`config.mk`:
```
export PLATFORM = sky130hd
export DESIGN_NAME = whole_word_substring_search
export DESIGN_NICKNAME = d
export VERILOG_FILES = /design/src/hw/rtl/wwss_pkg.sv /design/src/hw/rtl/whole_word_substring_search.sv /design/src/hw/rtl/wwss_cell.sv
export SDC_FILE = /design/constraint.sdc
export NUM_CORES = 1
export LEC_CHECK = 0
export ABC_AREA = 1
export BUFFER_PORTS_ARGS = -buffer_cell sky130_fd_sc_hd__buf_2
export CORE_UTILIZATION = 35
export DETAILED_ROUTE_END_ITERATION = 10
export PLACE_DENSITY_LB_ADDON = 0.3
export SETUP_SLACK_MARGIN = 0.05
export SYNTH_ARGS = -nofsm -noshare
export SYNTH_HDL_FRONTEND = slang
export SYNTH_SLANG_ARGS = --single-unit
```
`constraint.sdc`:
```
create_clock -name clk_i -period 8.9 [get_ports clk_i]
set_input_delay 0 -clock clk_i [delete_from_list [all_inputs] [get_ports clk_i]]
set_output_delay 0 -clock clk_i [all_outputs]
set_load 0.01 [all_outputs]
```
`src/hw/rtl/wwss_pkg.sv`:
```
// ----------------------------------------------------------------------------
// wwss_pkg: shared types and constants for the whole-word substring search
// payload structs, register indexes, cell controls and byte helpers
// ----------------------------------------------------------------------------
package wwss_pkg;

  localparam int unsigned PatternMax = 8;
  localparam int unsigned TextMax    = 65536;
  localparam int unsigned MaxStart   = 65535;
  localparam int unsigned PosCap     = TextMax + PatternMax + 1;
  localparam int unsigned PosW       = $clog2(PosCap + 1);
  localparam int unsigned IdxW       = (PatternMax > 1) ? $clog2(PatternMax) : 1;
  localparam int unsigned FoldDelta  = 32;

  typedef enum logic [2:0] {
    CfgPatternBytes  = 3'd0,
    CfgPatternLength = 3'd1,
    CfgMatchCase     = 3'd2,
    CfgWholeWord     = 3'd3,
    CfgStartOffset   = 3'd4
  } cfg_reg_e;

  typedef struct packed {
    logic [7:0] text_byte;
    logic       last_byte;
  } in_req_t;

  typedef struct packed {
    logic        found;
    logic [15:0] match_start;
    logic [16:0] match_end;
  } out_req_t;

  // controls shared by every cell of the window
  typedef struct packed {
    logic shift;
    logic clear;
    logic fold;
  } cell_ctrl_t;

  // exact compare, or a difference of 32 either way when folding
  function automatic logic bytes_agree(logic [7:0] t, logic [7:0] q, logic fold);
    logic [8:0] t_up;
    logic [8:0] q_up;
    t_up = {1'b0, t} + 9'(FoldDelta);
    q_up = {1'b0, q} + 9'(FoldDelta);
    return (t == q) || (fold && ((t_up == {1'b0, q}) || (q_up == {1'b0, t})));
  endfunction

  function automatic logic is_letter(logic [7:0] b);
    return ((b >= 8'd65) && (b <= 8'd90)) || ((b >= 8'd97) && (b <= 8'd122));
  endfunction

endpackage

```
`src/hw/rtl/whole_word_substring_search.sv`:
```
// ----------------------------------------------------------------------------
// whole_word_substring_search: streaming first-match pattern search
// finds the first start position of a pattern of up to eight bytes in a
// byte stream, with optional case folding and whole-word check
// ----------------------------------------------------------------------------
// usage
//   cfg channel: write pattern bytes, length, match_case, whole_word and
//     start_offset by index while the block is idle; cfg_ready_o is always high
//   input channel: one text byte per request, last_byte marks the end of a text
//   output channel: one request per text, sent after its last byte, holding
//     found, match_start and match_end (both zero when nothing matched)
// timing
//   one text byte per cycle, sustained while no result is held up; the compare
//   over the window cells is done in the cycle a byte is accepted, so the
//   result of a text is valid in the cycle after its last byte is accepted
//   a text byte is taken when the output register is empty or the receiver
//   takes the waiting result at the same edge
// reset
//   registers return to pattern 0, length 1, exact compare, no word check,
//   offset 0; window, position and match state clear, no result pending
//   a stalled receiver holds the result, and while it waits the input
//   channel backs up on every byte
// ----------------------------------------------------------------------------
module whole_word_substring_search
  import wwss_pkg::*;
(
  input  logic        clk_i,
  input  logic        rst_ni,
  // configuration writes
  input  logic        cfg_valid_i,
  output logic        cfg_ready_o,
  input  logic [2:0]  cfg_index_i,
  input  logic [63:0] cfg_data_i,
  // text bytes
  input  logic        in_valid_i,
  output logic        in_ready_o,
  input  in_req_t     in_data_i,
  // search results
  output logic        out_valid_o,
  input  logic        out_ready_i,
  output out_req_t    out_data_o
);

  // configuration registers
  logic [63:0] pattern_bytes_q;
  logic [3:0]  pattern_length_q;
  logic        match_case_q;
  logic        whole_word_q;
  logic [15:0] start_offset_q;

  // per-text search state
  logic [PosW-1:0] pos_q, pos_d;
  logic            seen_q, seen_d;
  logic [15:0]     first_q, first_d;

  // result register
  logic     out_valid_q, out_valid_d;
  out_req_t out_q, out_d;

  logic in_acc;
  logic last_acc;

  assign cfg_ready_o = 1'b1;
  assign in_ready_o  = !out_valid_q || out_ready_i;
  assign in_acc      = in_valid_i && in_ready_o;
  assign last_acc    = in_acc && in_data_i.last_byte;

  // register writes, indexes past the list are dropped
  always_ff @(posedge clk_i or negedge rst_ni) begin
    if (!rst_ni) begin
      pattern_bytes_q  <= '0;
      pattern_length_q <= 4'd1;
      match_case_q     <= 1'b1;
      whole_word_q     <= 1'b0;
      start_offset_q   <= '0;
    end else if (cfg_valid_i && cfg_ready_o) begin
      case (cfg_index_i)
        CfgPatternBytes:  pattern_bytes_q  <= cfg_data_i;
        CfgPatternLength: pattern_length_q <= cfg_data_i[3:0];
        CfgMatchCase:     match_case_q     <= cfg_data_i[0];
        CfgWholeWord:     whole_word_q     <= cfg_data_i[0];
        CfgStartOffset:   start_offset_q   <= cfg_data_i[15:0];
        default: ;
      endcase
    end
  end

  // length in use: zero counts as one, above the cell count clips
  logic [3:0] len;
  always_comb begin
    if (pattern_length_q == 4'd0) begin
      len = 4'd1;
    end else if (pattern_length_q > 4'(PatternMax)) begin
      len = 4'(PatternMax);
    end else begin
      len = pattern_length_q;
    end
  end

  logic [7:0] pat [PatternMax];
  for (genvar j = 0; j < PatternMax; j++) begin : g_pat
    assign pat[j] = pattern_bytes_q[8*j +: 8];
  end

  // window cells, cell 0 holds the newest byte seen before this request
  // alignment a: pattern ends in cell 0, the incoming byte follows it
  // alignment b: pattern ends on the incoming byte (end of text only)
  cell_ctrl_t      cell_ctrl;
  logic [7:0]      cell_byte [PatternMax];
  logic [PatternMax-1:0] agree_a, agree_b, use_a, use_b;

  assign cell_ctrl.shift = in_acc;
  assign cell_ctrl.clear = last_acc;
  assign cell_ctrl.fold  = !match_case_q;

  for (genvar k = 0; k < PatternMax; k++) begin : g_cell
    logic [3:0] idx_a;
    logic [3:0] idx_b;
    logic [7:0] byte_in;

    assign idx_a    = len - 4'd1 - 4'(k);
    assign idx_b    = len - 4'd2 - 4'(k);
    assign use_a[k] = 4'(k) < len;
    assign use_b[k] = (4'(k) + 4'd2) <= len;

    if (k == 0) begin : g_head
      assign byte_in = in_data_i.text_byte;
    end else begin : g_link
      assign byte_in = cell_byte[k-1];
    end

    wwss_cell u_cell (
      .clk_i     (clk_i),
      .rst_ni    (rst_ni),
      .ctrl_i    (cell_ctrl),
      .byte_i    (byte_in),
      .pat_a_i   (pat[idx_a[IdxW-1:0]]),
      .pat_b_i   (pat[idx_b[IdxW-1:0]]),
      .byte_o    (cell_byte[k]),
      .agree_a_o (agree_a[k]),
      .agree_b_o (agree_b[k])
    );
  end

  // candidate starts and their checks
  logic [3:0]      len_m1;
  logic [PosW-1:0] len_w, start_a, start_b, pos_inc;
  logic            bytes_a, bytes_b, hit_a, hit_b, next_letter;

  assign len_m1      = len - 4'd1;
  assign len_w       = PosW'(len);
  assign pos_inc     = pos_q + PosW'(1);
  assign start_a     = pos_q - len_w;
  assign start_b     = pos_inc - len_w;
  assign next_letter = is_letter(in_data_i.text_byte);
  assign bytes_a     = &(agree_a | ~use_a);
  assign bytes_b     = (&(agree_b | ~use_b)) &&
                       bytes_agree(in_data_i.text_byte, pat[len_m1[IdxW-1:0]],
                                   !match_case_q);

  function automatic logic start_ok(logic [PosW-1:0] s, logic [15:0] offs);
    return (32'(s) >= 32'(offs)) && (32'(s) < TextMax) && (32'(s) <= MaxStart);
  endfunction

  assign hit_a = (pos_q >= len_w) && bytes_a && start_ok(start_a, start_offset_q) &&
                 !(whole_word_q && next_letter);
  assign hit_b = in_data_i.last_byte && (pos_inc >= len_w) && bytes_b &&
                 start_ok(start_b, start_offset_q);

  // match state and position
  always_comb begin
    pos_d       = pos_q;
    seen_d      = seen_q;
    first_d     = first_q;
    out_valid_d = out_valid_q && !out_ready_i;
    out_d       = out_q;
    if (in_acc) begin
      if (!seen_q && hit_a) begin
        seen_d  = 1'b1;
        first_d = start_a[15:0];
      end else if (!seen_q && hit_b) begin
        seen_d  = 1'b1;
        first_d = start_b[15:0];
      end
      if (32'(pos_q) < PosCap) begin
        pos_d = pos_inc;
      end
      if (in_data_i.last_byte) begin
        out_valid_d       = 1'b1;
        out_d.found       = seen_d;
        out_d.match_start = seen_d ? first_d : 16'd0;
        out_d.match_end   = seen_d ? ({1'b0, first_d} + 17'(len)) : 17'd0;
        // next text starts from a clean slate
        pos_d   = '0;
        seen_d  = 1'b0;
        first_d = '0;
      end
    end
  end

  always_ff @(posedge clk_i or negedge rst_ni) begin
    if (!rst_ni) begin
      pos_q       <= '0;
      seen_q      <= 1'b0;
      first_q     <= '0;
      out_valid_q <= 1'b0;
    end else begin
      pos_q       <= pos_d;
      seen_q      <= seen_d;
      first_q     <= first_d;
      out_valid_q <= out_valid_d;
    end
  end

  always_ff @(posedge clk_i) begin
    out_q <= out_d;
  end

  assign out_valid_o = out_valid_q;
  assign out_data_o  = out_q;

  // a miss reports zero positions
  a_miss_zero: assert property (@(posedge clk_i) disable iff (!rst_ni)
    out_valid_q && !out_q.found |-> out_q.match_start == '0 && out_q.match_end == '0)
    else $error("miss result carries nonzero positions");

  // a hit ends after it starts
  a_hit_order: assert property (@(posedge clk_i) disable iff (!rst_ni)
    out_valid_q && out_q.found |-> {1'b0, out_q.match_start} < out_q.match_end)
    else $error("match end not after match start");

  // end of text restarts the search state
  a_text_restart: assert property (@(posedge clk_i) disable iff (!rst_ni)
    last_acc |=> pos_q == '0 && !seen_q && out_valid_q)
    else $error("search state not cleared after last byte");

  // input only backs up behind a pending result
  a_ready_cause: assert property (@(posedge clk_i) disable iff (!rst_ni)
    !in_ready_o |-> out_valid_q && !out_ready_i)
    else $error("input stalled without a pending result");

  // position counter never runs past its cap
  a_pos_cap: assert property (@(posedge clk_i) disable iff (!rst_ni)
    32'(pos_q) <= PosCap)
    else $error("byte position past cap");

endmodule

```
`src/hw/rtl/wwss_cell.sv`:
```
// ----------------------------------------------------------------------------
// wwss_cell: one byte of the text window
// holds a byte, passes it on to the next cell and compares it to two
// pattern bytes, one per candidate alignment
// ----------------------------------------------------------------------------
module wwss_cell
  import wwss_pkg::*;
(
  input  logic       clk_i,
  input  logic       rst_ni,
  input  cell_ctrl_t ctrl_i,
  input  logic [7:0] byte_i,
  input  logic [7:0] pat_a_i,
  input  logic [7:0] pat_b_i,
  output logic [7:0] byte_o,
  output logic       agree_a_o,
  output logic       agree_b_o
);

  logic [7:0] byte_q;
  logic [7:0] byte_d;

  always_comb begin
    byte_d = byte_q;
    if (ctrl_i.clear) begin
      byte_d = '0;
    end else if (ctrl_i.shift) begin
      byte_d = byte_i;
    end
  end

  always_ff @(posedge clk_i or negedge rst_ni) begin
    if (!rst_ni) begin
      byte_q <= '0;
    end else begin
      byte_q <= byte_d;
    end
  end

  assign byte_o    = byte_q;
  assign agree_a_o = bytes_agree(byte_q, pat_a_i, ctrl_i.fold);
  assign agree_b_o = bytes_agree(byte_q, pat_b_i, ctrl_i.fold);

endmodule

```
### Yosys cells after proc, flatten, opt, wreduce, memory -nomap -nowiden

Cells that the tools add are included.

| word-level totals | value |
|---|---|
| memories kept | 0 |
| output and inout bits | 37 |
| bits in latches | 0 |
| register bits | 219 |
| bits in writable memories | 0 |
| bits in read-only memories | 0 |

| operators by class | value |
|---|---|
| reductions and logical operators | 90 |
| shift-type cells | 0 |
| bitwise gates (word level) | 20 |
| $add $sub $neg | 45 |
| equality and inequality tests | 55 |
| multiply operators | 0 |
| multiplexer cells | 78 |
| div/mod/pow operators | 0 |
| $lt $le $gt $ge | 46 |

Operator list:

| operator | number |
|---|---|
| $bmux 8 s3 | 16 |
| $mux 8 | 48 |
| $eq 9x8->1 | 34 |
| $add 8x6->9 const B | 25 |
| $eq 8x8->1 | 17 |
| $ge 4x4->1 const B | 16 |
| $mux 16 | 4 |
| $not 3->4 | 16 |
| $lt 17x17->1 const B | 3 |
| $logic_and 1x1->1 | 36 |
| $logic_or 1x1->1 | 36 |
| $ge 17x16->1 | 2 |
| $ge 17x4->1 | 2 |
| $le 17x16->1 const B | 2 |
| $mux 17 | 2 |
| $sub 17x4->17 | 2 |
| $sub 3x3->3 const B | 8 |
| $add 16x4->17 | 1 |
| $add 17x1->17 const B | 1 |
| $ge 8x7->1 const B | 2 |
| $le 3x4->1 const A | 4 |
| $le 8x7->1 const B | 2 |
| $lt 3x4->1 const A | 4 |
| $not 8->8 | 2 |
| other kinds (19) | 49 |

### Logic depth before layout (Yosys ltp)

| logic depth | value |
|---|---|
| depth after elaboration | 24 |
| gate-level depth with buffers | 49 |
| gate-level depth less buffers | 47 |

### Modules after synthesis

A second synthesis with hierarchy kept.

| unflattened totals | value |
|---|---|
| cell total of the unflattened synthesis | 2886 |
| area, all modules | 19207.2 um2 |

By module, submodules not included:

| module | sequential area each (um2) | area an instance (um2) | cells an instance | instances |
|---|---|---|---|---|
| whole_word_substring_search | 4051.4 | 12828.6 | 1918 | 1 |
| wwss_cell (g_cell[1].u_cell ...) | 200.2 | 794.5 | 121 | 6 |
| wwss_cell (g_cell[0].u_cell ...) | 200.2 | 805.8 | 121 | 2 |

### Worst setup path before layout

Ideal clock, no wire load.

| timing | value |
|---|---|
| path type | register to register |
| start | reg pattern_length_q[3] |
| end | reg out_q (netlist bit out_data_o[10]) (data pin) |
| arrival | 5.922 ns |
| path slack | 2.725 ns |
| buffers on the path | 4 |
| cell stages (with the launch flop) | 47 |
| period minus slack after synthesis | 6.175 ns |
| library setup time | 0.253 ns |
| required time | 8.647 ns |
| path through | dfrtp_1 buf_4 inv_2 nand2_1 clkbuf_1 clkbuf_1 ha_1 a21oi_1 o21ai_0 nor3_1 nand2_1 nor2_1 xor2_1 inv_1 ha_1 nand4_1 o21ai_0 a31oi_1 [... 11 more ...] nand3_4 buf_6 inv_1 a21oi_1 o21ai_0 nand2_1 inv_1 ha_1 inv_1 fa_1 inv_1 nand2_1 o21ai_0 nand3_1 nor2_1 nand3_1 o21ai_1 inv_1 |

| on the way | value |
|---|---|
| cells in the longest elaborated chain, start to end | 24 |
| elaborated cells between the ends (all ways) | 254 |
| those cells by class | 35 x add/sub; 25 x order compare; 51 x eq/ne; 56 x mux; 20 x bitwise; 67 x reduce/logical |

RTL lines:

| element | RTL line | text |
|---|---|---|
| start, declared | whole_word_substring_search.sv:46 | `logic [3:0] pattern_length_q;` |
| start signal, assigned | whole_word_substring_search.sv:79 | `CfgPatternLength: pattern_length_q <= cfg_data_i[3:0];` |
| $gt 4x4->1 | whole_word_substring_search.sv:93 | `end else if (pattern_length_q > 4'(PatternMax)) begin` |
| $mux 4 | whole_word_substring_search.sv:93 |  |
| $mux 4 * | whole_word_substring_search.sv:91 | `if (pattern_length_q == 4'd0) begin` |
| $sub 3x2->3 | whole_word_substring_search.sv:122 | `assign idx_b = len - 4'd2 - 4'(k);` |
| $sub 3x1->3, or another cell as far along | whole_word_substring_search.sv:122 |  |
| $not 3->4 (implied by the code) | whole_word_substring_search.sv:138 | `.pat_b_i (pat[idx_b[IdxW-1:0]]),` |
| $bmux 8 s3 | whole_word_substring_search.sv:138 |  |
| $mux 8 (implied by the code) (2 in series) | whole_word_substring_search.sv:138 |  |
| [... 6 more ...] | -- |  |
| $reduce_and 8->1 | whole_word_substring_search.sv:157 | `assign bytes_b = (&(agree_b \| ~use_b)) &&` |
| $logic_and 1x1->1 | whole_word_substring_search.sv:157 |  |
| $logic_and 1x1->1 (2 in series) | whole_word_substring_search.sv:167 | `assign hit_b = in_data_i.last_byte && (pos_inc >= len_w) && bytes_b &&` |
| $logic_and 1x1->1 | whole_word_substring_search.sv:181 | `end else if (!seen_q && hit_b) begin` |
| $mux 16 | whole_word_substring_search.sv:181 |  |
| $mux 16 | whole_word_substring_search.sv:178 | `if (!seen_q && hit_a) begin` |
| $mux 16 | whole_word_substring_search.sv:177 | `if (in_acc) begin` |
| $add 16x4->17 | whole_word_substring_search.sv:192 | `out_d.match_end = seen_d ? ({1'b0, first_d} + 17'(len)) : 17'd0;` |
| end signal, assigned | whole_word_substring_search.sv:216 | `out_q <= out_d;` |
| end, declared | whole_word_substring_search.sv:58 | `out_req_t out_q, out_d;` |

Mark *: on every way between the ends. The rest lies on a longest branch, timed or not. The select of a mux whose other input is x is not followed.
A chain may end at the register's enable or synchronous reset.

### Worst setup path after layout

| timing | value |
|---|---|
| start | reg pattern_length_q[2] |
| end | reg out_q (netlist bit out_data_o[10]) (data pin) |

Same word-level chain as after synthesis.

==> run_results.csv <==
group,metric,value,unit
detailed_routing,vias,18820,
die,core,0.05151,mm^2
setup_path,crit_fanout,25,
hold_path,hold_start,"cfg_index_i[2]",
setup_path,max_stage_delay,0.65,ns
setup_path,critPathCaptureType,"flip-flop",
sta,finalSetupTns,0,ns
placed_design,io_buffer_count,116,
job,maxCapViolCount,0,
layout,layout_common_cells,"nand2_1 (848), nand3_1 (302), inv_1 (280)",
logic_synthesis,synth_seq_cells,219,
detailed_routing,viasPerCell,5.308,
logic_synthesis,synth_fp_nets,2865,
detailed_routing,postRouteAntennaNets,0,
setup_path,regToRegStartpoint,"pattern_length_q[2]$_DFFE_PN0P_",
outcome,status,"completed",
cts,clock-sinks,219,
setup_path,r2r_slack,1.15,ns
layout,layout.nets,3005,
setup_path,setup.worst_path.class,"flip-flop to flip-flop",
placed_design,dp_hpwl,52.52,mm
layout,syn2layout_area_growth,16.07,%
pwr,clock_power_share,19.2,%
cts,cts_resized,0,
detailed_routing,wirelength,68.29,mm
sta,setup_viol,0,
logic_synthesis,synth_warnings,0,
detailed_routing,firstDrtPassIters,6,
cts,clockBufferDepth,3,
pwr,ir_drop,0.1657,mV
sta,max-slew-margin-rel,24.96,%
pwr,p_leak,10.43,nW
setup_path,cp-start-kind,"flip-flop",
sta,finalCritPeriodShare,87.05,%
layout,fillers,5347,
sta,tightest_slew,1.126,ns
logic_synthesis,ys_seq_area_share,30.92,%
die,dieHeight,230.6,um
global_routing,overflow,0,
layout,drive_gt1_share,8.688,%
sta,fin_crit,7.748,ns
logic_synthesis,netlist_area,0.01828,mm^2
sta,fmax,129.1,MHz
cts,clkTransAtPathRegs,0.06,ns
pwr,p_comb_share,62.5,%
layout,final_common_cell,"nand2_1",
setup_path,worstPathArrival,8.11,ns
logic_synthesis,synth_cells,2704,
setup_path,cp.required,9.26,ns
die,die-area,0.05315,mm^2
cts,ctsHtreeMaxLevel,1,
die,die-width,230.6,um
cts,clock_tree.root_cell,"clkbuf_16",
logic_synthesis,synthFlopType,"dfrtp_1",
layout,diodes,0,
detailed_routing,dr.first_iter.drc_count,1840,
sta,clock_skew,0.02920,ns
global_routing,antenna_found_initial,0,
cts,cts_setup_buffers,0,
pwr,powerDensity,314.2,mW/mm^2
global_routing,grt_use_total,25.59,%
cts,clk_latency,0.61,ns
pwr,intPower,3.253,mW
cts,cts_buffers,28,
sta,rsz0062_at_grt,"false",
setup_path,crit_top_cell,"nand2_1",
logic_synthesis,synth.avg_cell_area,6.761,um^2
global_routing,grt_pass1_vias,17920,
sta,finalHoldViolCount,0,
global_routing,grt_start_max_net_pins,113,
detailed_routing,routedWlPerCell,19.26,um
pwr,swShare,51.21,%
pwr,p_sw,3.415,mW
logic_synthesis,async_flop_share,84.47,%
sta,maxSlewViolCount,0,
pwr,seqPwrFrac,18.2,%
detailed_routing,remaining_drc_errors,0,
hold_path,hold_path_class,"input port to flip-flop",
cts,cts_tree,"done",
die,num_rows,83,
logic_synthesis,synth_cell_types,57,
cts,holdBufCountCts,85,
pwr,total_power,6.668,mW
logic_synthesis,synth_enable_flop_cells,34,
setup_path,path_buf_inv,8,
setup_path,crit_path_start,"pattern_length_q[2]$_DFFE_PN0P_",
placed_design,place_congestion,0.9999,
setup_path,cpLargestDelayFamily,"simple AND/OR/NAND/NOR gates",
global_routing,grt_pass1_wl,105.0,mm
setup_path,crit_slowest_cell,"xor2_2",
die,initial_core_util,35.49,%
die,ios,118,
-- power groups by stage --
stage	registers, mW	clock network, mW	logic (mW)
after floorplan	1.19	0	2.97
after global placement	1.23	0	3.99
after detailed placement	1.23	0	4.05
after CTS	1.21	1.30	4.10
after global routing	1.22	1.34	4.67
final	1.22	1.28	4.17
-- final timing paths --
path | endpoint | cells past startpoint
min in group asynchronous | pattern_bytes_q[62]$_DFFE_PN0P_ | 3
min reg2reg | start_offset_q[14]$_DFFE_PN0P_ | 2
max reg2reg | out_data_o[10]$_SDFFCE_PP0P_ | 37
max in group asynchronous | g_cell[7].u_cell.byte_o[4]$_DFFE_PN0P_ | 5
min | pattern_length_q[0]$_DFFE_PN1P_ | 4
max | out_data_o[10]$_SDFFCE_PP0P_ | 37
-- stage by stage --
step	instances	utilization (%)	area (um^2)	hold slack (ns)	setup slack [ns]
6_report	3546	41.20	21220	0.06778	1.152
5_1_grt	3546	41.20	21220	0.1063	0.4901
4_1_cts	3546	41.20	21220	0.0009466	1.235
3_5_place_dp	3409	37.53	19330	0.04394	1.256
3_3_place_gp	3409	37.53	19330	0.04445	1.413
2_1_floorplan	2704	-	18280	-0.2956	2.725
-- synth_stat cells (34+ instances only) --
master / instances / area (um^2)
inv_1: 280 / 1051
ha_1: 77 / 963.4
nand4_1: 34 / 212.7
dfrtp_1: 183 / 4579
nand2_1: 849 / 3187
nand3_1: 302 / 1511
o21ai_0: 112 / 560.5
clkbuf_1: 49 / 183.9
a21oi_1: 71 / 355.3
nor2_1: 175 / 656.9
xor2_1: 128 / 1121
o22ai_1: 82 / 513.0
o21ai_1: 79 / 395.4
edfxtp_1: 34 / 1021
-- worst min-delay path, delay by kind of cell --
kind / cells / cell delay [ns]
simple gates: 2 / 0.44
compound gates: 1 / 0.13
buf+inv: 1 / 0.09
-- per-layer routing --
layer / share of wire (%) / up-vias / global-route usage (%) / wire (um)
met3: 8.9 / 104 / 4.743 / 6072
met1: 46 / 8801 / 37.24 / 31690
met5: 0 / - / 0 / 0
met4: 3.0 / 0 / 7.554 / 2059
met2: 42 / 788 / 38.13 / 28470
li1: - / 9130 / - / -
-- registers in the layout, indices dropped and copies added, names as in the netlist --
signal	flops
out_valid_o	1
g_cell.u_cell.byte_o	64
match_case_q	1
seen_q	1
pattern_bytes_q	64
pos_q	17
pattern_length_q	4
out_data_o	34
first_q	16
whole_word_q	1
start_offset_q	16
-- kinds of logic after synthesis --
| logic type | share of synthesized area, % |
|---|---|
| fa+ha+maj | 5.598 |
| simple gates | 33.64 |
| compound gates | 11.51 |
| other cells | 0.02051 |
| mux | 0.9855 |
| flops | 30.92 |
| xor+xnor | 8.288 |
| buf+inv | 9.041 |
-- cell type report --
cell class	instances	area (um^2)	share of cell area, %
Sequential cell	219	5653	26.64
Timing Repair Buffer	219	1585	7.471
Clock inverter	17	269.0	1.268
Multi-Input combinational cell	2082	11000	51.83
Clock buffer	35	757.0	3.567
Tap cell	680	850.8	4.009
Inverter	294	1106	5.212
(Power assumes the default switching activity.)
